===== src/rtl/core/cpi_pkg.sv =====
package cpi_pkg;

    localparam int CFG_IDX_W  = 3;
    localparam int CFG_DATA_W = 16;
    localparam int MEAS_W     = 16;
    localparam int DEB_W      = 8;
    localparam int FAULT_W    = 7;
    localparam int BEEP_W     = 9;

    // register indexes on the config port
    localparam logic [CFG_IDX_W-1:0] CFG_VOLT_HIGH  = 3'd0;
    localparam logic [CFG_IDX_W-1:0] CFG_VOLT_LOW   = 3'd1;
    localparam logic [CFG_IDX_W-1:0] CFG_VOLT_FLOOR = 3'd2;
    localparam logic [CFG_IDX_W-1:0] CFG_CUR_LIMIT  = 3'd3;
    localparam logic [CFG_IDX_W-1:0] CFG_PWR_LIMIT  = 3'd4;
    localparam logic [CFG_IDX_W-1:0] CFG_DEBOUNCE   = 3'd5;

    localparam logic [MEAS_W-1:0] RST_VOLT_HIGH  = 16'd25300;
    localparam logic [MEAS_W-1:0] RST_VOLT_LOW   = 16'd19500;
    localparam logic [MEAS_W-1:0] RST_VOLT_FLOOR = 16'd1000;
    localparam logic [MEAS_W-1:0] RST_CUR_LIMIT  = 16'd3200;
    localparam logic [MEAS_W-1:0] RST_PWR_LIMIT  = 16'd7360;
    localparam logic [DEB_W-1:0]  RST_DEBOUNCE   = 8'd20;

    // opcodes; code 3 is unused
    localparam logic [1:0] OP_BUTTON = 2'd0;
    localparam logic [1:0] OP_FCHECK = 2'd1;
    localparam logic [1:0] OP_EARTH  = 2'd2;

    // fault bit positions
    localparam int FB_OVER_V  = 0;
    localparam int FB_UNDER_V = 1;
    localparam int FB_OVER_I  = 2;
    localparam int FB_EARTH   = 3;
    localparam int FB_OVER_P  = 4;
    localparam int FB_EMERG   = 5;
    localparam int FB_WELD    = 6;

    localparam logic [BEEP_W-1:0] BEEP_NONE       = 9'd0;
    localparam logic [BEEP_W-1:0] BEEP_FAULT      = 9'd500;
    localparam logic [BEEP_W-1:0] BEEP_CLEARED    = 9'd50;
    localparam logic [BEEP_W-1:0] BEEP_EARTH_LOST = 9'd300;
    localparam logic [BEEP_W-1:0] BEEP_REFUSED    = 9'd500;
    localparam logic [BEEP_W-1:0] BEEP_ON         = 9'd100;
    localparam logic [BEEP_W-1:0] BEEP_OFF        = 9'd200;

    typedef enum logic [2:0] {
        EV_NONE       = 3'd0,
        EV_FAULT      = 3'd1,
        EV_CLEARED    = 3'd2,
        EV_EARTH_LOST = 3'd3,
        EV_EARTH_OK   = 3'd4,
        EV_REFUSED    = 3'd5,
        EV_ON         = 3'd6,
        EV_OFF        = 3'd7
    } t_event;

    typedef struct packed {
        logic [MEAS_W-1:0] volt_limit_high;
        logic [MEAS_W-1:0] volt_limit_low;
        logic [MEAS_W-1:0] volt_presence_floor;
        logic [MEAS_W-1:0] current_limit;
        logic [MEAS_W-1:0] power_limit;
        logic [DEB_W-1:0]  debounce_samples;
    } t_cfg;

    typedef struct packed {
        logic [1:0]        opcode;
        logic              button_level;
        logic              emergency_stop;
        logic              relay_welded;
        logic              earth_present;
        logic              meter_ready;
        logic [MEAS_W-1:0] vrms;
        logic [MEAS_W-1:0] irms;
        logic [MEAS_W-1:0] power;
    } t_item;

    typedef struct packed {
        logic               relay_closed;
        logic [FAULT_W-1:0] fault_bits;
        logic [BEEP_W-1:0]  buzzer_ticks;
        logic [2:0]         event_res;
    } t_result;

endpackage


===== src/rtl/core/cpi_in_if.sv =====
interface cpi_in_if;
    import cpi_pkg::*;

    logic              valid;
    logic              ready;
    logic [1:0]        opcode;
    logic              button_level;
    logic              emergency_stop;
    logic              relay_welded;
    logic              earth_present;
    logic              meter_ready;
    logic [MEAS_W-1:0] vrms;
    logic [MEAS_W-1:0] irms;
    logic [MEAS_W-1:0] power;

    modport source (
        output valid, opcode, button_level, emergency_stop, relay_welded,
               earth_present, meter_ready, vrms, irms, power,
        input  ready
    );

    modport sink (
        input  valid, opcode, button_level, emergency_stop, relay_welded,
               earth_present, meter_ready, vrms, irms, power,
        output ready
    );
endinterface


===== src/rtl/core/cpi_out_if.sv =====
interface cpi_out_if;
    import cpi_pkg::*;

    logic               valid;
    logic               ready;
    logic               relay_closed;
    logic [FAULT_W-1:0] fault_bits;
    logic [BEEP_W-1:0]  buzzer_ticks;
    logic [2:0]         event_res;

    modport source (
        output valid, relay_closed, fault_bits, buzzer_ticks, event_res,
        input  ready
    );

    modport sink (
        input  valid, relay_closed, fault_bits, buzzer_ticks, event_res,
        output ready
    );
endinterface


===== src/rtl/core/charger_protection_interlock.sv =====
// Protection interlock for a single-phase charger. Every input beat is one
// event (button sample, periodic fault check or earth check) and yields
// exactly one result beat with the relay drive, the fault bits, a beep
// length and an event code. A beat is taken every cycle while the output
// is not stalled; it passes the input register, the combinational
// decision logic and the result register in turn. The result register
// lets the next beat enter while a result waits on a stalled output.
// Limit and debounce registers should only be rewritten while no beat is
// in flight.
module charger_protection_interlock
    import cpi_pkg::*;
(
    input  logic                  i_clk,
    input  logic                  i_rst_n,
    input  logic                  i_cfg_we,
    input  logic [CFG_IDX_W-1:0]  i_cfg_idx,
    input  logic [CFG_DATA_W-1:0] i_cfg_data,
    cpi_in_if.sink                i_in,
    cpi_out_if.source             o_out
);

    t_cfg    cfg;
    t_result res;
    t_item   in_item;

    logic    r_in_valid;
    t_item   r_in;
    logic    r_out_valid;
    t_result r_out;
    logic    fire;

    assign fire       = r_in_valid & (~r_out_valid | o_out.ready);
    assign i_in.ready = ~r_in_valid | fire;

    assign in_item.opcode         = i_in.opcode;
    assign in_item.button_level   = i_in.button_level;
    assign in_item.emergency_stop = i_in.emergency_stop;
    assign in_item.relay_welded   = i_in.relay_welded;
    assign in_item.earth_present  = i_in.earth_present;
    assign in_item.meter_ready    = i_in.meter_ready;
    assign in_item.vrms           = i_in.vrms;
    assign in_item.irms           = i_in.irms;
    assign in_item.power          = i_in.power;

    cpi_regs u_regs (
        .i_clk      (i_clk),
        .i_rst_n    (i_rst_n),
        .i_cfg_we   (i_cfg_we),
        .i_cfg_idx  (i_cfg_idx),
        .i_cfg_data (i_cfg_data),
        .o_cfg      (cfg)
    );

    cpi_engine u_engine (
        .i_clk   (i_clk),
        .i_rst_n (i_rst_n),
        .i_fire  (fire),
        .i_item  (r_in),
        .i_cfg   (cfg),
        .o_res   (res)
    );

    always_ff @(posedge i_clk) begin
        if (!i_rst_n) begin
            r_in_valid <= 1'b0;
        end else if (i_in.ready) begin
            r_in_valid <= i_in.valid;
        end
    end

    always_ff @(posedge i_clk) begin
        if (i_in.valid && i_in.ready) begin
            r_in <= in_item;
        end
    end

    always_ff @(posedge i_clk) begin
        if (!i_rst_n) begin
            r_out_valid <= 1'b0;
        end else if (fire) begin
            r_out_valid <= 1'b1;
        end else if (o_out.ready) begin
            r_out_valid <= 1'b0;
        end
    end

    always_ff @(posedge i_clk) begin
        if (fire) begin
            r_out <= res;
        end
    end

    assign o_out.valid        = r_out_valid;
    assign o_out.relay_closed = r_out.relay_closed;
    assign o_out.fault_bits   = r_out.fault_bits;
    assign o_out.buzzer_ticks = r_out.buzzer_ticks;
    assign o_out.event_res    = r_out.event_res;

endmodule


===== src/rtl/core/cpi_regs.sv =====
module cpi_regs
    import cpi_pkg::*;
(
    input  logic                  i_clk,
    input  logic                  i_rst_n,
    input  logic                  i_cfg_we,
    input  logic [CFG_IDX_W-1:0]  i_cfg_idx,
    input  logic [CFG_DATA_W-1:0] i_cfg_data,
    output t_cfg                  o_cfg
);

    t_cfg r_cfg;

    always_ff @(posedge i_clk) begin
        if (!i_rst_n) begin
            r_cfg.volt_limit_high     <= RST_VOLT_HIGH;
            r_cfg.volt_limit_low      <= RST_VOLT_LOW;
            r_cfg.volt_presence_floor <= RST_VOLT_FLOOR;
            r_cfg.current_limit       <= RST_CUR_LIMIT;
            r_cfg.power_limit         <= RST_PWR_LIMIT;
            r_cfg.debounce_samples    <= RST_DEBOUNCE;
        end else if (i_cfg_we) begin
            unique case (i_cfg_idx)
                CFG_VOLT_HIGH:  r_cfg.volt_limit_high     <= i_cfg_data;
                CFG_VOLT_LOW:   r_cfg.volt_limit_low      <= i_cfg_data;
                CFG_VOLT_FLOOR: r_cfg.volt_presence_floor <= i_cfg_data;
                CFG_CUR_LIMIT:  r_cfg.current_limit       <= i_cfg_data;
                CFG_PWR_LIMIT:  r_cfg.power_limit         <= i_cfg_data;
                CFG_DEBOUNCE:   r_cfg.debounce_samples    <= i_cfg_data[DEB_W-1:0];
                default: ;  // writes past the last register are dropped
            endcase
        end
    end

    assign o_cfg = r_cfg;

endmodule


===== src/rtl/core/cpi_engine.sv =====
module cpi_engine
    import cpi_pkg::*;
(
    input  logic    i_clk,
    input  logic    i_rst_n,
    input  logic    i_fire,
    input  t_item   i_item,
    input  t_cfg    i_cfg,
    output t_result o_res
);

    logic               r_stable;
    logic [DEB_W-1:0]   r_count;
    logic               r_charging;
    logic [FAULT_W-1:0] r_faults;

    logic               n_stable;
    logic [DEB_W-1:0]   n_count;
    logic               n_charging;
    logic [FAULT_W-1:0] n_faults;
    logic [BEEP_W-1:0]  beep;
    t_event             ev;

    logic [DEB_W-1:0]   cnt_inc;
    logic               meas_on;
    logic [FAULT_W-1:0] chk_faults;

    assign cnt_inc = r_count + DEB_W'(1);
    assign meas_on = i_item.meter_ready & r_charging;

    // fresh fault set for a periodic check; the earth bit is carried over
    always_comb begin
        chk_faults             = '0;
        chk_faults[FB_EARTH]   = r_faults[FB_EARTH];
        chk_faults[FB_EMERG]   = i_item.emergency_stop;
        chk_faults[FB_WELD]    = i_item.relay_welded;
        chk_faults[FB_OVER_V]  = meas_on & (i_item.vrms > i_cfg.volt_limit_high);
        chk_faults[FB_UNDER_V] = meas_on & (i_item.vrms < i_cfg.volt_limit_low)
                                 & (i_item.vrms > i_cfg.volt_presence_floor);
        chk_faults[FB_OVER_I]  = meas_on & (i_item.irms > i_cfg.current_limit);
        chk_faults[FB_OVER_P]  = meas_on & (i_item.power > i_cfg.power_limit);
    end

    always_comb begin
        n_stable   = r_stable;
        n_count    = r_count;
        n_charging = r_charging;
        n_faults   = r_faults;
        beep       = BEEP_NONE;
        ev         = EV_NONE;
        unique case (i_item.opcode)
            OP_BUTTON: begin
                if (i_item.button_level == r_stable) begin
                    n_count = '0;
                end else if (cnt_inc < i_cfg.debounce_samples) begin
                    n_count = cnt_inc;
                end else begin
                    n_stable = i_item.button_level;
                    n_count  = '0;
                    // only a qualified press acts; a release is silent
                    if (!i_item.button_level) begin
                        if (r_charging) begin
                            n_charging = 1'b0;
                            beep       = BEEP_OFF;
                            ev         = EV_OFF;
                        end else if (r_faults != '0) begin
                            beep = BEEP_REFUSED;
                            ev   = EV_REFUSED;
                        end else begin
                            n_charging = 1'b1;
                            beep       = BEEP_ON;
                            ev         = EV_ON;
                        end
                    end
                end
            end
            OP_FCHECK: begin
                if (chk_faults != r_faults) begin
                    n_faults = chk_faults;
                    if (chk_faults != '0) begin
                        n_charging = 1'b0;
                        beep       = BEEP_FAULT;
                        ev         = EV_FAULT;
                    end else begin
                        beep = BEEP_CLEARED;
                        ev   = EV_CLEARED;
                    end
                end
            end
            OP_EARTH: begin
                if (i_item.earth_present) begin
                    if (r_faults[FB_EARTH]) begin
                        n_faults[FB_EARTH] = 1'b0;
                        ev                 = EV_EARTH_OK;
                    end
                end else if (!r_faults[FB_EARTH]) begin
                    n_faults[FB_EARTH] = 1'b1;
                    n_charging         = 1'b0;
                    beep               = BEEP_EARTH_LOST;
                    ev                 = EV_EARTH_LOST;
                end
            end
            default: ;  // unused opcode reports state only
        endcase
    end

    always_ff @(posedge i_clk) begin
        if (!i_rst_n) begin
            r_stable   <= 1'b1;
            r_count    <= '0;
            r_charging <= 1'b0;
            r_faults   <= '0;
        end else if (i_fire) begin
            r_stable   <= n_stable;
            r_count    <= n_count;
            r_charging <= n_charging;
            r_faults   <= n_faults;
        end
    end

    assign o_res.relay_closed = n_charging;
    assign o_res.fault_bits   = n_faults;
    assign o_res.buzzer_ticks = beep;
    assign o_res.event_res    = ev;

endmodule


===== src/flat_wrapper.sv =====
// flat-port wrapper written by rule: the top's interface ports become plain ports
module charger_protection_interlock_flat import cpi_pkg::*;
  (i_clk, i_rst_n, i_cfg_we, i_cfg_idx, i_cfg_data, i_in_valid, i_in_opcode, i_in_button_level, i_in_emergency_stop, i_in_relay_welded, i_in_earth_present, i_in_meter_ready, i_in_vrms, i_in_irms, i_in_power, i_in_ready, o_out_valid, o_out_relay_closed, o_out_fault_bits, o_out_buzzer_ticks, o_out_event_res, o_out_ready);
  cpi_in_if i_in_i ();
  cpi_out_if o_out_i ();
  input  logic i_clk;
  input  logic i_rst_n;
  input  logic i_cfg_we;
  input  logic [CFG_IDX_W-1:0] i_cfg_idx;
  input  logic [CFG_DATA_W-1:0] i_cfg_data;
  input wire logic [$bits(i_in_i.valid)-1:0] i_in_valid;
  input wire logic [$bits(i_in_i.opcode)-1:0] i_in_opcode;
  input wire logic [$bits(i_in_i.button_level)-1:0] i_in_button_level;
  input wire logic [$bits(i_in_i.emergency_stop)-1:0] i_in_emergency_stop;
  input wire logic [$bits(i_in_i.relay_welded)-1:0] i_in_relay_welded;
  input wire logic [$bits(i_in_i.earth_present)-1:0] i_in_earth_present;
  input wire logic [$bits(i_in_i.meter_ready)-1:0] i_in_meter_ready;
  input wire logic [$bits(i_in_i.vrms)-1:0] i_in_vrms;
  input wire logic [$bits(i_in_i.irms)-1:0] i_in_irms;
  input wire logic [$bits(i_in_i.power)-1:0] i_in_power;
  output wire logic [$bits(i_in_i.ready)-1:0] i_in_ready;
  output wire logic [$bits(o_out_i.valid)-1:0] o_out_valid;
  output wire logic [$bits(o_out_i.relay_closed)-1:0] o_out_relay_closed;
  output wire logic [$bits(o_out_i.fault_bits)-1:0] o_out_fault_bits;
  output wire logic [$bits(o_out_i.buzzer_ticks)-1:0] o_out_buzzer_ticks;
  output wire logic [$bits(o_out_i.event_res)-1:0] o_out_event_res;
  input wire logic [$bits(o_out_i.ready)-1:0] o_out_ready;
  assign i_in_i.valid = i_in_valid;
  assign i_in_i.opcode = i_in_opcode;
  assign i_in_i.button_level = i_in_button_level;
  assign i_in_i.emergency_stop = i_in_emergency_stop;
  assign i_in_i.relay_welded = i_in_relay_welded;
  assign i_in_i.earth_present = i_in_earth_present;
  assign i_in_i.meter_ready = i_in_meter_ready;
  assign i_in_i.vrms = i_in_vrms;
  assign i_in_i.irms = i_in_irms;
  assign i_in_i.power = i_in_power;
  assign i_in_ready = i_in_i.ready;
  assign o_out_valid = o_out_i.valid;
  assign o_out_relay_closed = o_out_i.relay_closed;
  assign o_out_fault_bits = o_out_i.fault_bits;
  assign o_out_buzzer_ticks = o_out_i.buzzer_ticks;
  assign o_out_event_res = o_out_i.event_res;
  assign o_out_i.ready = o_out_ready;
  charger_protection_interlock u_core (.i_clk(i_clk), .i_rst_n(i_rst_n), .i_cfg_we(i_cfg_we), .i_cfg_idx(i_cfg_idx), .i_cfg_data(i_cfg_data), .i_in(i_in_i), .o_out(o_out_i));
endmodule

===== config.mk =====
export PLATFORM = sky130hd
export DESIGN_NAME = charger_protection_interlock_flat
export DESIGN_NICKNAME = d
export VERILOG_FILES = /design/src/rtl/core/cpi_pkg.sv /design/src/rtl/core/cpi_in_if.sv /design/src/rtl/core/cpi_out_if.sv /design/src/rtl/core/charger_protection_interlock.sv /design/src/rtl/core/cpi_regs.sv /design/src/rtl/core/cpi_engine.sv /design/src/flat_wrapper.sv
export SDC_FILE = /design/constraint.sdc
export NUM_CORES = 1
export LEC_CHECK = 0
export BUFFER_PORTS_ARGS = -buffer_cell sky130_fd_sc_hd__buf_2
export CORE_MARGIN = 3
export CORE_UTILIZATION = 45
export CTS_CLUSTER_SIZE = 16
export DETAILED_ROUTE_END_ITERATION = 7
export PLACE_DENSITY = 0.66
export SYNTH_ARGS = -nofsm -noshare
export SYNTH_HDL_FRONTEND = slang
export SYNTH_SLANG_ARGS = --single-unit
export TNS_END_PERCENT = 10

===== constraint.sdc =====
create_clock -name i_clk -period 2.54 [get_ports i_clk]
set_input_delay 0.508 -clock i_clk [delete_from_list [all_inputs] [get_ports i_clk]]
set_output_delay 0.508 -clock i_clk [all_outputs]
set_load 0.01 [all_outputs]

==> summary.md <==
| Metric | Value |
|---|---|
| Initial antenna violation count | 2 |
| GRT overflow | 0 |
| Tmin final | 2.95 ns |
| Mapped Nets | 1097 |
| Hold-fix buffers, CTS | 0 |
| Failing checks | setup timing |
| Max_cap viols | 0 |
| Area contributors post-synth | edfxtp_1 25%, dfxtp_1 24%, ha_1 12% |
| Max Buffers Root-to-Sink | 2 |
| Metal3 WL | 1.15 mm |
| Leading cell types by count after synthesis | 193 x nand2_1, 107 x dfxtp_1, 96 x inv_1 |
| First-pass GRT wire length | 35.0 mm |
| Met2 wire len | 10.2 mm |
| Seq pwr share | 0.493 |
| CTS tree | built |
| Final Power | 6.49 mW |
| Final hold viol count | 0 |
| Critical Path Sink Type | register |
| Clock skew | 0.00916 ns |
| Post-synthesis average cell area | 9.63 um^2 |
| Status | complete, but fails checks |
| Vias/cell | 5.12 |
| Gpl congestion | 0.903 |
| # IOs | 101 |
| Area occupied by multi-input gates | 4340 um^2 |
| Clock group share of total power | 0.403 |
| Comb pwr share | 0.104 |
| Yosys warnings | 0 |
| Internal | 4.90 mW |
| Top cell type's share of synthesized area | 0.248 |
| Endpoints failing setup | 19 |
| CP max stage cell | or4b_4 |
| Crit path buf inv count | 0 |
| Critical path data required time | 2.72 ns |
| Critical Path Start Type | register |
| Critical path cell sequence | ha_4 > nand4_1 > or2_1 > a211oi_2 > a2111oi_2 > or4b_4 > o211ai_4 > o21ai_2 > mux2_4 |
| CORE AREA | 19500 um^2 |
| Worst skew pair latency | 0.43 ns |
| Die H | 147 um |
| Avg WL per Cell | 16.0 um |
| Root buffer cell | clkbuf_16 |
| Delay-heaviest family, CP | simple AND/OR/NAND/NOR gates |
| Hold Path Origin | i_in_earth_present |
| Reg-to-reg slack, setup | -0.41 ns |
| # DRC | 0 |
| Synth Instances | 931 |
| Distinct cells, synth | 66 |
| Die ar. | 21700 um^2 |
| Pin count of the biggest net entering global routing | 52 |
| Critical path class | register to register |
| Hold slack final | 0.247 ns |
| Synth area leader | edfxtp_1 |
| Final Non-Filler Cells | 1381 |
| Register area | 4370 um^2 |
| DRT iter0 DRCs | 479 |
| Detailed placement HPWL | 16.2 mm |
| Final wirelength | 22.1 mm |
| Fin. max-slew vios | 0 |
| Leakage | 4.61 nW |
| Fin crit share | 1.16 |
| Count leader, synth | nand2_1 |
| Initial core utilization | 0.459 |
| Fmax | 339 MHz |
| RR Startpoint | u_core.r_in[43] |
| Layout cells sized above 1 | 0.237 |
| Inst Count DP | 1337 |
| Worst min path class | input port to register |
| Synth Flop Type | dfxtp_1 |
| Via count | 7066 |
| Worst Path Max Fanout | 3 |
| Synthesized area | 8970 um^2 |
| Row count | 51 |
| Worst setup path start | u_core.r_in[43] |
| PortBufs | 99 |
| Synth Register Bits | 181 |
| Power Density | 582 nW/um^2 |
| M1 WL | 10.2 mm |
| Asr flop ratio synth | 0 |
| GRT Total Usage | 0.206 |
| Clk slew on worst S/H paths | 0.07 ns |
| DRT Pass-1 Iters | 5 |
| # fillers | 1768 |
| Switching share of power | 0.245 |
| ANT nets after route | 0 |
| H-tree depth | 4 |
| Psw | 1.59 mW |
| Slowest stage delay, CP | 0.59 ns |
| Die width | 147 um |
| Post-synth EDFFs | 74 |
| Worst EP arrival | 3.13 ns |
| Final worst slack | -0.409 ns |
| Vias in the first global route | 6813 |
| Maximum VDD drop | 0.499 mV |
| CTS Buf Count | 17 |
| RSZ-0062 raised after global routing | true |
| Syn-to-layout area delta | 24.4% |
| Seq/Total Area, Yosys | 0.487 |
| Max Used Layer | met5 |
| Slew @ Worst Pin | 0.658 ns |
| Nets | 1268 |
| CTS sink count | 181 |
| Max-Slew Margin vs Limit | 0.562 |
layout by cell type, fill, tap and decap left out, types with 34 or more instances in the layout:
cell        n
ha_1       81
buf_4      81
nand2_1   193
buf_2      99
o211ai_1   34
a21boi_0   65
a21oi_1    35
dfxtp_1   105
edfxtp_1   74
inv_1      95
metrics by stage:
stage          TNS [ns]  cell area, um^2  utilization  setup WS, ns
6_report          -4.77            11200        0.571        -0.409
5_1_grt           -8.42            11200        0.571        -0.506
4_1_cts           -4.78            11000        0.561        -0.386
3_5_place_dp      -7.52            10300        0.527        -0.556
3_3_place_gp      -7.76            10300        0.527        -0.565
2_1_floorplan    -0.769             8990            -        -0.232
final cells by class:
cell class                 instances  share of cell area
sequential                       181               0.391
multi-input combinational        621               0.389
timing repair buffer             184               0.105
clock buffer                      18              0.0385
inverter                          97              0.0326
tap                              265              0.0297
clock inverter                    14              0.0132
antenna                            1            0.000224
routing by layer:
metal,vias to the layer above,GRT usage
met5,-,0
met4,2,0.0727
met3,35,0.0472
met2,169,0.324
met1,3264,0.281
li1,3596,-
repair_timing:
action,in CTS,in global routing
pin swaps,15,18
endpoints found under the setup margin,24,25
cloned,0,0
setup buffers,5,7
resized for setup,18,32
worst paths after layout:
| kind | end | depth (start not counted) |
|---|---|---|
| hold reg to reg | u_core.u_regs.o_cfg[29] | 2 |
| setup reg to reg | u_core.o_out.fault_bits[4] | 9 |
| setup / recovery | u_core.o_out.fault_bits[4] | 9 |
| hold / removal | u_core.r_in[49] | 1 |
power by group through the flow:
stage	clock network (mW)	logic [mW]	registers [mW]
6_report	2.62	0.675	3.20
5_1_grt	2.82	0.758	3.21
4_1_cts	2.68	0.659	3.20
3_5_place_dp	0	0.637	3.26
3_3_place_gp	0	0.624	3.26
2_1_floorplan	0	0.350	3.25
sequential cells by signal, indices dropped and copies added, names as in the netlist:
signal and cells:
u_core.o_out.fault_bits 7, u_core.o_out.buzzer_ticks 8, u_core.u_engine.r_count 8, u_core.o_out.event_res 3, u_core.r_in_valid 1, u_core.u_engine.r_stable 1
u_core.u_engine.r_faults 7, u_core.u_engine.r_charging 1, u_core.o_out.relay_closed 1, u_core.u_regs.o_cfg 88, u_core.o_out.valid 1, u_core.r_in 55
cell families (layout without fill, tap and decap cells):
family | Yosys count | after routing | share of synthesized area
buffers and inverters | 129 | 313 | 0.0544
AOI/OAI and AO/OA | 216 | 216 | 0.169
adders and majority gates | 87 | 87 | 0.121
and+or+nand+nor | 304 | 304 | 0.154
muxes | 4 | 4 | 0.00516
DFF | 181 | 181 | 0.487
other | 1 | 2 | 0.000418
xor gates and xnor gates | 9 | 9 | 0.00879
Note: power is estimated with default switching activity, not from simulation.
